**config.mk**
```make
export PLATFORM = sky130hd
export DESIGN_NAME = slot_table_lru_allocator
export DESIGN_NICKNAME = d
export VERILOG_FILES = /design/src/design/sat_pkg.sv /design/src/design/sat_slot_store.sv /design/src/design/sat_scan_unit.sv /design/src/design/slot_table_lru_allocator.sv
export SDC_FILE = /design/constraint.sdc
export NUM_CORES = 1
export LEC_CHECK = 0
export BUFFER_PORTS_ARGS = -buffer_cell sky130_fd_sc_hd__buf_2
export CAP_MARGIN = 20
export CORE_MARGIN = 3
export CORE_UTILIZATION = 47
export CTS_CLUSTER_SIZE = 28
export DETAILED_ROUTE_END_ITERATION = 6
export GPL_TIMING_DRIVEN = 0
export PLACE_DENSITY = 0.61
export SYNTH_ARGS = -nofsm -noshare
export SYNTH_HDL_FRONTEND = slang
export SYNTH_SLANG_ARGS = --single-unit
```
**constraint.sdc**
```tcl
create_clock -name clk -period 8.26 [get_ports clk]
set_input_delay 1.652 -clock clk [delete_from_list [all_inputs] [get_ports clk]]
set_output_delay 1.652 -clock clk [all_outputs]
set_load 0.1 [all_outputs]
```
**src/design/sat_pkg.sv**
```systemverilog
package sat_pkg;

    localparam int SLOT_COUNT = 8;
    localparam int SLOT_W = (SLOT_COUNT > 1) ? $clog2(SLOT_COUNT) : 1;
    localparam int ID_W = 16;
    localparam int TIME_W = 48;
    localparam int MASK_W = 8;

    localparam logic [ID_W-1:0] EMPTY_OWNER = 16'hFFFF;

    localparam logic [2:0] CMD_SET_LAST = 3'd0;
    localparam logic [2:0] CMD_CLAIM    = 3'd1;
    localparam logic [2:0] CMD_NEXT     = 3'd2;
    localparam logic [2:0] CMD_EVICT    = 3'd3;
    localparam logic [2:0] CMD_DELETE   = 3'd4;
    localparam logic [2:0] CMD_LOOKUP   = 3'd5;
    localparam logic [2:0] CMD_ALLOC    = 3'd6;

    typedef logic [SLOT_W-1:0] slot_t;

    typedef struct packed {
        logic              en;
        slot_t             addr;
        logic [ID_W-1:0]   id;
        logic [TIME_W-1:0] stamp;
        logic              used;
    } slot_wr_t;

    typedef struct packed {
        logic locked;
        logic id_match;
        logic older;
        logic free_slot;
    } slot_cmp_t;

    // Next slot in scan order, wrapping at the end of the table.
    function automatic slot_t slot_inc(slot_t s);
        slot_t r;
        if (s == slot_t'(SLOT_COUNT - 1))
            r = '0;
        else
            r = s + slot_t'(1);
        return r;
    endfunction

    // Reduces a 3-bit slot number modulo the table size.
    function automatic slot_t slot_mod(logic [2:0] v);
        logic [4:0] w;
        w = 5'(v);
        for (int i = 0; i < 8; i++)
        begin
            if (w >= 5'(SLOT_COUNT))
                w = w - 5'(SLOT_COUNT);
        end
        return slot_t'(w);
    endfunction

    // Slots beyond the mask width have no lock bit and count as unlocked.
    function automatic logic slot_locked(logic [MASK_W-1:0] mask, slot_t s);
        logic [3:0] w;
        logic r;
        w = 4'(s);
        if (w < 4'd8)
            r = mask[w[2:0]];
        else
            r = 1'b0;
        return r;
    endfunction

    function automatic logic [2:0] slot_res(slot_t s);
        logic [3:0] w;
        w = 4'(s);
        return w[2:0];
    endfunction

endpackage

```
**src/design/sat_slot_store.sv**
```systemverilog
module sat_slot_store
(
    input  logic                            clk,
    input  logic                            rst_n,
    input  sat_pkg::slot_wr_t               wr,
    input  sat_pkg::slot_t                  rd_addr,
    output logic [sat_pkg::ID_W-1:0]        rd_id,
    output logic [sat_pkg::TIME_W-1:0]      rd_stamp,
    output logic                            rd_used
);

    logic [sat_pkg::ID_W-1:0]   owner_reg [sat_pkg::SLOT_COUNT];
    logic [sat_pkg::TIME_W-1:0] stamp_reg [sat_pkg::SLOT_COUNT];
    logic [sat_pkg::SLOT_COUNT-1:0] used_reg;

    always_ff @(posedge clk or negedge rst_n)
    begin
        if (!rst_n)
        begin
            for (int i = 0; i < sat_pkg::SLOT_COUNT; i++)
            begin
                owner_reg[i] <= sat_pkg::EMPTY_OWNER;
                stamp_reg[i] <= '0;
            end
            used_reg <= '0;
        end
        else if (wr.en)
        begin
            owner_reg[wr.addr] <= wr.id;
            stamp_reg[wr.addr] <= wr.stamp;
            used_reg[wr.addr]  <= wr.used;
        end
    end

    assign rd_id    = owner_reg[rd_addr];
    assign rd_stamp = stamp_reg[rd_addr];
    assign rd_used  = used_reg[rd_addr];

endmodule

```
**src/design/sat_scan_unit.sv**
```systemverilog
module sat_scan_unit
(
    input  sat_pkg::slot_t                  slot,
    input  logic [sat_pkg::ID_W-1:0]        slot_id,
    input  logic [sat_pkg::TIME_W-1:0]      slot_stamp,
    input  logic                            slot_used,
    input  logic [sat_pkg::MASK_W-1:0]      lock_mask,
    input  logic [sat_pkg::ID_W-1:0]        fsm_id,
    input  logic [sat_pkg::TIME_W-1:0]      oldest,
    output sat_pkg::slot_cmp_t              cmp
);

    logic locked;

    assign locked        = sat_pkg::slot_locked(lock_mask, slot);
    assign cmp.locked    = locked;
    assign cmp.id_match  = (slot_id == fsm_id);
    assign cmp.older     = (slot_stamp < oldest);
    assign cmp.free_slot = !locked && !slot_used;

endmodule

```
**src/design/slot_table_lru_allocator.sv**
```systemverilog
// Slot table allocator: one command per input transfer, one result transfer per
// command. set_last, claim and the unused code do not scan the table. The
// scanning commands step through the table one slot per cycle with a single
// shared compare unit; allocate that finds no free slot runs a second pass for
// eviction. Lookups, deletes and free-slot searches stop at the first hit. The
// block takes a new command only when the previous one is done, but a finished
// result may still wait in the output register.
module slot_table_lru_allocator
(
    input  logic        clk,
    input  logic        rst_n,
    input  logic        s_axis_tvalid,
    output logic        s_axis_tready,
    // cmd[2:0], slot_index[5:3], fsm_id[21:6], lock_mask[29:22], time_now[77:30]
    input  logic [79:0] s_axis_tdata,
    output logic        m_axis_tvalid,
    input  logic        m_axis_tready,
    // result_slot[2:0], found[3], running[4]
    output logic [7:0]  m_axis_tdata
);

    localparam logic [1:0] ST_IDLE   = 2'd0;
    localparam logic [1:0] ST_SCAN   = 2'd1;
    localparam logic [1:0] ST_WRITE  = 2'd2;
    localparam logic [1:0] ST_RESULT = 2'd3;

    logic [1:0] state_reg, state_next;
    logic [2:0] cmd_reg, cmd_next;
    logic [sat_pkg::ID_W-1:0] id_reg, id_next;
    logic [sat_pkg::MASK_W-1:0] mask_reg, mask_next;
    logic [sat_pkg::TIME_W-1:0] now_reg, now_next;
    sat_pkg::slot_t last_reg, last_next;
    sat_pkg::slot_t ptr_reg, ptr_next;
    sat_pkg::slot_t first_reg, first_next;
    sat_pkg::slot_t count_reg, count_next;
    logic phase_reg, phase_next;
    logic any_reg, any_next;
    sat_pkg::slot_t best_reg, best_next;
    logic [sat_pkg::TIME_W-1:0] oldest_reg, oldest_next;
    sat_pkg::slot_t res_reg, res_next;
    logic found_reg, found_next;
    logic running_reg, running_next;
    logic claim_reg, claim_next;
    logic out_valid_reg, out_valid_next;
    logic [7:0] out_data_reg, out_data_next;

    logic [2:0] in_cmd;
    sat_pkg::slot_t in_slot;
    logic [sat_pkg::ID_W-1:0] rd_id;
    logic [sat_pkg::TIME_W-1:0] rd_stamp;
    logic rd_used;
    sat_pkg::slot_cmp_t cmp;
    sat_pkg::slot_wr_t wr;
    logic last_step;
    logic evicting;

    assign in_cmd  = s_axis_tdata[2:0];
    assign in_slot = sat_pkg::slot_mod(s_axis_tdata[5:3]);

    sat_slot_store u_store
    (
        .clk      (clk),
        .rst_n    (rst_n),
        .wr       (wr),
        .rd_addr  (ptr_reg),
        .rd_id    (rd_id),
        .rd_stamp (rd_stamp),
        .rd_used  (rd_used)
    );

    sat_scan_unit u_scan
    (
        .slot       (ptr_reg),
        .slot_id    (rd_id),
        .slot_stamp (rd_stamp),
        .slot_used  (rd_used),
        .lock_mask  (mask_reg),
        .fsm_id     (id_reg),
        .oldest     (oldest_reg),
        .cmp        (cmp)
    );

    assign s_axis_tready = (state_reg == ST_IDLE);
    assign m_axis_tvalid = out_valid_reg;
    assign m_axis_tdata  = out_data_reg;

    assign last_step = (count_reg == sat_pkg::slot_t'(sat_pkg::SLOT_COUNT - 1));
    // Eviction runs for evict_lru and for the second pass of allocate.
    assign evicting  = (cmd_reg == sat_pkg::CMD_EVICT) ||
                       ((cmd_reg == sat_pkg::CMD_ALLOC) && phase_reg);

    always_comb
    begin
        wr.en    = 1'b0;
        wr.addr  = res_reg;
        wr.id    = sat_pkg::EMPTY_OWNER;
        wr.stamp = '0;
        wr.used  = 1'b0;
        if (state_reg == ST_WRITE)
        begin
            wr.en = 1'b1;
            if (claim_reg)
            begin
                wr.id    = id_reg;
                wr.stamp = now_reg;
                wr.used  = 1'b1;
            end
        end
    end

    always_comb
    begin
        state_next     = state_reg;
        cmd_next       = cmd_reg;
        id_next        = id_reg;
        mask_next      = mask_reg;
        now_next       = now_reg;
        last_next      = last_reg;
        ptr_next       = ptr_reg;
        first_next     = first_reg;
        count_next     = count_reg;
        phase_next     = phase_reg;
        any_next       = any_reg;
        best_next      = best_reg;
        oldest_next    = oldest_reg;
        res_next       = res_reg;
        found_next     = found_reg;
        running_next   = running_reg;
        claim_next     = claim_reg;
        out_valid_next = out_valid_reg;
        out_data_next  = out_data_reg;

        if (out_valid_reg && m_axis_tready)
            out_valid_next = 1'b0;

        case (state_reg)
            ST_IDLE:
            begin
                if (s_axis_tvalid)
                begin
                    cmd_next     = in_cmd;
                    id_next      = s_axis_tdata[21:6];
                    mask_next    = s_axis_tdata[29:22];
                    now_next     = s_axis_tdata[77:30];
                    ptr_next     = sat_pkg::slot_inc(last_reg);
                    first_next   = sat_pkg::slot_inc(last_reg);
                    count_next   = '0;
                    phase_next   = 1'b0;
                    any_next     = 1'b0;
                    oldest_next  = '0;
                    res_next     = '0;
                    found_next   = 1'b0;
                    running_next = 1'b0;
                    claim_next   = 1'b0;
                    case (in_cmd)
                        sat_pkg::CMD_SET_LAST:
                        begin
                            last_next  = in_slot;
                            res_next   = in_slot;
                            found_next = 1'b1;
                            state_next = ST_RESULT;
                        end
                        sat_pkg::CMD_CLAIM:
                        begin
                            res_next   = in_slot;
                            found_next = 1'b1;
                            claim_next = 1'b1;
                            state_next = ST_WRITE;
                        end
                        sat_pkg::CMD_NEXT,
                        sat_pkg::CMD_EVICT,
                        sat_pkg::CMD_DELETE,
                        sat_pkg::CMD_LOOKUP,
                        sat_pkg::CMD_ALLOC:
                        begin
                            state_next = ST_SCAN;
                        end
                        default:
                        begin
                            state_next = ST_RESULT;
                        end
                    endcase
                end
            end

            ST_SCAN:
            begin
                ptr_next   = sat_pkg::slot_inc(ptr_reg);
                count_next = count_reg + sat_pkg::slot_t'(1);
                if (evicting)
                begin
                    if (!cmp.locked && (!any_reg || cmp.older))
                    begin
                        any_next    = 1'b1;
                        best_next   = ptr_reg;
                        oldest_next = rd_stamp;
                    end
                    if (last_step)
                    begin
                        if (!cmp.locked && (!any_reg || cmp.older))
                        begin
                            res_next   = ptr_reg;
                            found_next = 1'b1;
                            state_next = ST_WRITE;
                        end
                        else if (any_reg)
                        begin
                            res_next   = best_reg;
                            found_next = 1'b1;
                            state_next = ST_WRITE;
                        end
                        else
                        begin
                            state_next = ST_RESULT;
                        end
                    end
                end
                else
                begin
                    case (cmd_reg)
                        sat_pkg::CMD_NEXT:
                        begin
                            if (!cmp.locked)
                            begin
                                res_next   = ptr_reg;
                                found_next = 1'b1;
                                state_next = ST_RESULT;
                            end
                            else if (last_step)
                            begin
                                res_next   = first_reg;
                                state_next = ST_RESULT;
                            end
                        end
                        sat_pkg::CMD_DELETE:
                        begin
                            if (!cmp.locked && cmp.id_match)
                            begin
                                res_next   = ptr_reg;
                                found_next = 1'b1;
                                state_next = ST_WRITE;
                            end
                            else if (last_step)
                            begin
                                state_next = ST_RESULT;
                            end
                        end
                        sat_pkg::CMD_LOOKUP:
                        begin
                            if (cmp.id_match)
                            begin
                                res_next     = ptr_reg;
                                found_next   = 1'b1;
                                running_next = cmp.locked;
                                state_next   = ST_RESULT;
                            end
                            else if (last_step)
                            begin
                                state_next = ST_RESULT;
                            end
                        end
                        sat_pkg::CMD_ALLOC:
                        begin
                            if (cmp.free_slot)
                            begin
                                res_next   = ptr_reg;
                                found_next = 1'b1;
                                state_next = ST_RESULT;
                            end
                            else if (last_step)
                            begin
                                // No free slot: rescan from the start for eviction.
                                phase_next = 1'b1;
                                ptr_next   = first_reg;
                                count_next = '0;
                                any_next   = 1'b0;
                            end
                        end
                        default:
                        begin
                            state_next = ST_RESULT;
                        end
                    endcase
                end
            end

            ST_WRITE:
            begin
                state_next = ST_RESULT;
            end

            ST_RESULT:
            begin
                if (!out_valid_reg || m_axis_tready)
                begin
                    out_valid_next = 1'b1;
                    out_data_next  = {3'b000, running_reg, found_reg,
                                      sat_pkg::slot_res(res_reg)};
                    state_next     = ST_IDLE;
                end
            end

            default:
            begin
                state_next = ST_IDLE;
            end
        endcase
    end

    always_ff @(posedge clk or negedge rst_n)
    begin
        if (!rst_n)
        begin
            state_reg     <= ST_IDLE;
            last_reg      <= '0;
            out_valid_reg <= 1'b0;
        end
        else
        begin
            state_reg     <= state_next;
            last_reg      <= last_next;
            out_valid_reg <= out_valid_next;
        end
    end

    always_ff @(posedge clk)
    begin
        cmd_reg      <= cmd_next;
        id_reg       <= id_next;
        mask_reg     <= mask_next;
        now_reg      <= now_next;
        ptr_reg      <= ptr_next;
        first_reg    <= first_next;
        count_reg    <= count_next;
        phase_reg    <= phase_next;
        any_reg      <= any_next;
        best_reg     <= best_next;
        oldest_reg   <= oldest_next;
        res_reg      <= res_next;
        found_reg    <= found_next;
        running_reg  <= running_next;
        claim_reg    <= claim_next;
        out_data_reg <= out_data_next;
    end

endmodule

```
==> impl_metrics.toml, run 1 <==
[outcome]
outcome = "complete, no violations"

[timing]
worst_pin_slew_ns = 1.159
rsz0062_at_grt = "no"
setup_viol = 0
hold_viol = 0
maxSlewViolCount = 0
fin_ws_ns = 1.391
finalCritPeriodShare_pct = 83.16
fmax_mhz = 145.6
slew_headroom_pct = 22.70
tns_ns = 0
clock_skew_ns = 0.03661
finalCriticalPeriod_ns = 6.869
hold_ws_ns = 0.4178

[cells_and_area]
antenna_cells = 0
largest_reg_flops = 384
fillers = 5292
nNetsFinal = 2840
syn2layout_area_growth_pct = 14.33
post-route-util_pct = 54.48
final_area_sq_um = 33680
drive_gt1_share_pct = 19.60

[setup_path]
worstSetupPathType = "reg -> reg"
r2r_cells = 17
critical_path.slowest_cell = "clkbuf_1"
cp_data_required_time_ns = 8.56
r2r-start = "ptr_reg[1]$_DFFE_PP_"
arrival_ns = 7.17
r2r_end = "oldest_reg[24]$_SDFFCE_PN0P_"
ff2ff_setup_slack_ns = 1.39
crit_path_cell_trace = "buf_2 -> buf_2 -> buf_1 -> clkbuf_1 -> mux4_2 -> mux2_2 -> ha_1 -> a21oi_1 -> o21ai_0 -> a2111oi_0 -> o21ai_0 -> a21oi_1 -> o21ai_1 -> a21o_1 -> a22oi_2 -> buf_8 -> buf_8"
cp_max_fo = 16
crit_path_max_incr_delay_ns = 0.82
worstSetupStartpointType = "flip-flop"
endpoint_kind = "flip-flop"

[global_routing]
use_met2_pct = 41.86
overflow = 0
grt_use_met1_pct = 36.70
grt_pass1_wl_microns = 131800
antenna_found_initial = 1
grt_max_degree = 131
global_route.usage.met3_pct = 5.047
grt_pass1_vias = 21660
grt_busiest_layer = "met2"
grtUsageTotal_pct = 26.29

[route]
wire_per_inst_microns = 23.67
postRouteAntennaNets = 0
first_pass_iters = 7
vias = 20990
drt_iter0_markers = 2031
finalWirelength_microns = 85270
drt-vias-per-instance = 5.827
route.detailed.drc = 0

[clock_tree]
cts_buffer_depth = 3
clock-sinks = 674
cts_tree = "built"
clk_latency_ns = 0.63
ctsResizeCount = 0
cts_root_buf = "clkbuf_16"
hold_buffers = 0
htreeDepth = 3
cts_buffers = 74
clk_pin_slew_worst_paths_ns = 0.06
cts_setup_buffers = 0

[run]
cap_violations = 0

[worst_hold_path]
hold_path_depth = 0
hp-start = "found_reg$_SDFFCE_PP1P_"
worstHoldPathType = "reg -> reg"
min_to = "m_axis_tdata[3]$_DFFE_PP_"

[logic_synthesis]
ys.flop_type = "dfrtp_1"
syn_area_sq_um = 29460
synth_top_area_share_pct = 33.81
ys_async_sr_fraction_pct = 78.04
synth.distinct_cells = 53
synth_area_leaders = "dfrtp_1 34%, edfxtp_1 15%, dfstp_2 11%, mux4_2 10%, o21ai_0 9.1%"
synth.avg_cell_area_sq_um = 11.68
synth_top_cell_by_area = "dfrtp_1"
synth-edff-count = 148
synthCells = 2523
synth.yosys.seq_area_share_pct = 60.31
ys_seq_elements = 674
synth.yosys.warnings = 0

[place]
placed_area_sq_um = 31210
place_hpwl_microns = 56760
gp_congestion = 0.8280
pre_cts_ws_ns = 1.462
io_buffers = 88

[die]
core_area_sq_um = 61830
io_pins = 94
row_count = 91
die_area_sq_um = 65720
start_util_pct = 47.65
die_w_microns = 256.4
fp.dieH_microns = 256.4

[pwr]
peakVddDrop_mv = 0.1732
p_leak_nw = 14.20
p_per_area_nw_per_um2 = 377.2
-- placed cells by master (no fill, tap or decap), types with 4 or more instances in the layout --
cell	netlist	final
nand2_1	595	595
o21ai_0	535	535
dfrtp_1	398	398
clkbuf_1	141	173
edfxtp_1	148	148
mux4_2	132	132
dfstp_2	128	128
buf_2	8	95
clkbuf_16	0	78
inv_1	55	54
mux2_2	54	54
ha_1	53	53
and2_1	51	51
nor2_1	37	37
a21oi_1	30	30
clkbuf_8	0	18
mux2i_1	17	17
xnor2_1	17	17
buf_1	16	16
nand4_1	15	15
buf_8	0	10
nand2b_1	7	7
nand3_1	7	7
a21o_1	7	7
nor3_1	6	6
nand3b_1	6	6
nor4_1	6	6
nor2b_1	6	6
buf_16	0	5
nor3b_1	4	4
a31oi_1	4	4
o211ai_1	4	4
clkinv_2	0	4
-- stage by stage --
| stage | total power [mW] | std cells |
|---|---|---|
| 2_1_floorplan | 7.953 | 2525 |
| 3_3_place_gp | 9.199 | 3450 |
| 3_5_place_dp | 9.424 | 3462 |
| 4_1_cts | 12.74 | 3600 |
| 5_1_grt | 13.40 | 3602 |
| 6_report | 12.70 | 3602 |
-- where the power goes --
| part | total, mW | internal [mW] | leakage (nW) | switching, mW |
|---|---|---|---|---|
| Clock | 3.30 | 1.94 | 1.19 | 1.36 |
| Combinational | 4.09 | 1.63 | 4.78 | 2.46 |
| Sequential | 5.31 | 4.76 | 8.23 | 0.558 |
| Total | 12.7 | 8.32 | 14.2 | 4.38 |
-- kinds of logic (layout without fill, tap and decap cells) --
family,Yosys count,in the layout,share of synthesized area [%]
buffers and inverters,227,467,3.096
adders and majority gates,53,53,2.251
AOI/OAI and AO/OA,603,603,10.63
muxes,203,203,12.73
other,1,3,0.01273
and+or+nand+nor,745,745,10.46
xor gates and xnor gates,17,17,0.5054
DFF,674,674,60.31
-- worst max path at each step --
stage	start	end	slack [ns]	depth (start not counted)
2_1_floorplan	ptr_reg[0]$_DFFE_PP_	oldest_reg[0]$_SDFFCE_PN0P_	1.79	15
3_3_place_gp	rst_n	u_store.stamp_reg[125]$_DFFE_PN0P_	-4.71	1
3_5_place_dp	ptr_reg[1]$_DFFE_PP_	oldest_reg[30]$_SDFFCE_PN0P_	1.46	17
4_1_cts	ptr_reg[1]$_DFFE_PP_	oldest_reg[24]$_SDFFCE_PN0P_	1.42	17
5_1_grt	ptr_reg[1]$_DFFE_PP_	oldest_reg[24]$_SDFFCE_PN0P_	1.04	17
6_report	ptr_reg[1]$_DFFE_PP_	oldest_reg[24]$_SDFFCE_PN0P_	1.39	17
-- synth_stat cells, types with 4 or more instances --
cell      count
xnor2_1      17
a21o_1        7
o21ai_0     535
nor2_1       37
nand3_1       7
a21oi_1      30
inv_1        55
dfstp_2     128
nand2_1     595
edfxtp_1    148
ha_1         53
dfrtp_1     398
o211ai_1      4
mux2i_1      17
nor2b_1       6
nand3b_1      6
nor3b_1       4
and2_1       51
nor3_1        6
mux4_2      132
a31oi_1       4
nor4_1        6
nand4_1      15
buf_1        16
buf_2         8
mux2_2       54
nand2b_1      7
clkbuf_1    141
-- cell type report --
class                           count  area [sq um]  area share, %
Multi-Input combinational cell   1624         10790          32.04
Clock buffer                      128          2320          6.888
Buffer                            172         705.7          2.095
Sequential cell                   674         17770          52.75
Clock inverter                     10         116.4         0.3455
Tap cell                          837          1047          3.109
Inverter                           55         209.0         0.6204
Timing Repair Buffer              102         723.2          2.147
-- critical path: cells and delay by family (launching register included) --
kind	cells	cell delay, ns
buffers and inverters	6	2.82
AOI/OAI and AO/OA	8	2.30
muxes	2	0.70
DFF	1	0.37
adders and majority gates	1	0.30
-- layer usage --
metal / share of wire [%] / up-vias
met3: 7.5 / 138
met4: 2.7 / 0
met2: 47 / 797
met1: 43 / 10830
li1: - / 9223
met5: 0 / -
Power figures use the tool's default switching activity.
==> run 2: changes to the inputs <==
--- a/config.mk
+++ b/config.mk
@@ -12,7 +12,7 @@
 export CTS_CLUSTER_SIZE = 28
 export DETAILED_ROUTE_END_ITERATION = 6
 export GPL_TIMING_DRIVEN = 0
-export PLACE_DENSITY = 0.61
+export PLACE_DENSITY = 0.63
 export SYNTH_ARGS = -nofsm -noshare
 export SYNTH_HDL_FRONTEND = slang
 export SYNTH_SLANG_ARGS = --single-unit
==> constraint.sdc (replaced) <==
create_clock -name clk -period 6.3 [get_ports clk]
set_input_delay 1.26 -clock clk [delete_from_list [all_inputs] [get_ports clk]]
set_output_delay 1.26 -clock clk [all_outputs]
set_load 0.1 [all_outputs]
==> run 2 against run 1 <==
Compared with the run above: global-route usage down 0.29 points; via count up 0.27%; maximum frequency up 16%; sequential power up 31%; power up 31%; sequential share of layout area down 0.14 points; die area unchanged; combinational power up 31%; critical path depth down 1; non-clock buffer count up 2; clock power up 32%; largest cell class unchanged.
==> impl_metrics.toml, run 2 (same netlist as run 1, synthesis figures left out) <==
[outcome]
outcome = "complete, no violations"

[timing]
clock_skew_ns = 0.03285
rsz0062_at_grt = "no"
fmax_mhz = 168.8
setup_viol = 0
maxSlewViolCount = 0
finalCriticalPeriod_ns = 5.925
hold_ws_ns = 0.4433
finalCritPeriodShare_pct = 94.05
hold_viol = 0
worst_pin_slew_ns = 1.119
slew_headroom_pct = 25.37

[pwr]
p_switching_mw = 5.748
p_int_mw = 10.94
p_leak_nw = 14.28
clock_power_share_pct = 26.1
peakVddDrop_mv = 0.2119
switching_share_pct = 34.44
p_per_area_nw_per_um2 = 494.3
power_frac_seq_pct = 41.7
p_comb_share_pct = 32.2

[worst_hold_path]
hold_path_depth = 0
worstHoldPathType = "reg -> reg"
hp-start = "running_reg$_SDFFCE_PN0P_"
min_to = "m_axis_tdata[4]$_DFFE_PP_"

[die]
fp.dieH_microns = 256.4
io_pins = 94
row_count = 91
die_w_microns = 256.4
start_util_pct = 47.65
die_area_sq_um = 65720
core_area_sq_um = 61830

[clock_tree]
clk_latency_ns = 0.64
cts_buffer_depth = 3
clk_pin_slew_worst_paths_ns = 0.06
htreeDepth = 3
cts_root_buf = "clkbuf_16"
cts_buffers = 74
hold_buffers = 0
cts_tree = "built"
clock-sinks = 674

[place]
gp_congestion = 0.8491
placed_area_sq_um = 31210
io_buffers = 88
place_hpwl_microns = 56720

[setup_path]
r2r-start = "ptr_reg[0]$_DFFE_PP_"
cp_data_required_time_ns = 6.63
cp_max_fo = 14
endpoint_kind = "flip-flop"
startpoint = "ptr_reg[0]$_DFFE_PP_"
worstSetupStartpointType = "flip-flop"
r2r_end = "oldest_reg[7]$_SDFFCE_PN0P_"
r2r_cells = 16
worstSetupPathType = "reg -> reg"
arrival_ns = 6.26
ff2ff_setup_slack_ns = 0.37

[global_routing]
grt_max_degree = 128
grt_pass1_wl_microns = 130000
grtUsageTotal_pct = 26.00
overflow = 0
grt_pass1_vias = 21710
antenna_found_initial = 0

[route]
vias = 21050
finalWirelength_microns = 84480
drt_iter0_markers = 2236
wire_per_inst_microns = 23.46
first_pass_iters = 6
postRouteAntennaNets = 0
drt-vias-per-instance = 5.845
route.detailed.drc = 0

[cells_and_area]
syn2layout_area_growth_pct = 14.63
final_area_sq_um = 33770
final_common_cell = "nand2_1"
layout_common_cells = "595 x nand2_1, 535 x o21ai_0, 398 x dfrtp_1, 156 x clkbuf_1, 148 x edfxtp_1"
fillers = 5226
antenna_cells = 0
nNetsFinal = 2842
drive_gt1_share_pct = 20.37
largest_reg_flops = 384

[run]
cap_violations = 0
run 2: cell count changes in the layout (fill, tap and decap cells not counted), moves of 2 or more:
| cell | before | now |
|---|---|---|
| clkbuf_1 | 173 | 156 |
| clkbuf_2 | 0 | 10 |
| buf_1 | 16 | 11 |
| clkbuf_16 | 78 | 82 |
| clkbuf_8 | 18 | 14 |
| clkinv_2 | 4 | 8 |
| clkdlybuf4s15_2 | 0 | 3 |
| buf_4 | 3 | 5 |
run 2: power by group through the flow:
| stage | Clock (mW) | Sequential [mW] | Combinational, mW |
|---|---|---|---|
| 5_1_grt | 4.59 | 7.11 | 5.90 |
| 6_report | 4.35 | 6.97 | 5.37 |
| 4_1_cts | 4.42 | 6.95 | 5.35 |
| 3_3_place_gp | 0 | 6.95 | 5.07 |
| 3_5_place_dp | 0 | 7.02 | 5.30 |
| 2_1_floorplan | 0 | 6.85 | 3.57 |
run 2: timing repair:
action | in CTS | in global routing
setup endpoints to repair | 48 | 29
resized for setup | 16 | 2
setup buffers | 2 | 0
gates cloned | 0 | 0
pin swaps | 1 | 0
hold endpoints to repair | 0 | 0
run 2: through the flow:
| stage | power [mW] | worst slack (ns) | TNS, ns | instances | util, % |
|---|---|---|---|---|---|
| detailed placement | 12.32 | -0.5908 | -20.51 | 3461 | 50.48 |
| CTS | 16.72 | 0.1818 | 0 | 3598 | 54.54 |
| global placement | 12.02 | -6.253 | -2928.14 | 3450 | 50.07 |
| finish | 16.69 | 0.3748 | 0 | 3601 | 54.62 |
| floorplan | 10.43 | 0.8981 | 0 | 2525 | - |
| global route | 17.61 | 0.08265 | 0 | 3601 | 54.62 |
run 2: layer usage:
metal  up-vias  global-route usage [%]  wire (microns)
li1       9220                       -               -
met1     10810                   35.68           35020
met2       850                   40.98           39540
met3       170                   5.956            6929
met4         0                   9.344            2992
met5         -                       0               0
run 2: worst max path at each step:
stage | end
finish | oldest_reg[7]$_SDFFCE_PN0P_
global route | oldest_reg[18]$_SDFFCE_PN0P_
detailed placement | oldest_reg[18]$_SDFFCE_PN0P_
global placement | u_store.stamp_reg[124]$_DFFE_PN0P_
CTS | oldest_reg[6]$_SDFFCE_PN0P_
floorplan | oldest_reg[0]$_SDFFCE_PN0P_
run 2: cell type report:
| class | instances | area, sq um | share of cell area [%] |
|---|---|---|---|
| sequential | 674 | 17770 | 52.61 |
| multi-input combinational | 1624 | 10790 | 31.96 |
| clock buffer | 120 | 2335 | 6.914 |
| tap | 837 | 1047 | 3.101 |
| timing repair buffer | 104 | 750.7 | 2.223 |
| buffer | 172 | 744.5 | 2.205 |
| inverter | 55 | 209.0 | 0.6188 |
| clock inverter | 15 | 123.9 | 0.3668 |
run 2: worst max-delay path, stage by stage, from the launching register on:
cell	delay, ns
edfxtp_1	0.45
buf_6	0.23
buf_2	0.33
buf_2	0.43
buf_2	0.51
mux4_2	0.57
mux2_2	0.29
ha_1	0.29
a211oi_1	0.32
and3_1	0.30
o31ai_1	0.12
a21oi_1	0.37
o21ai_1	0.38
a21o_1	0.32
a22oi_2	0.29
buf_8	0.23
buf_8	0.18
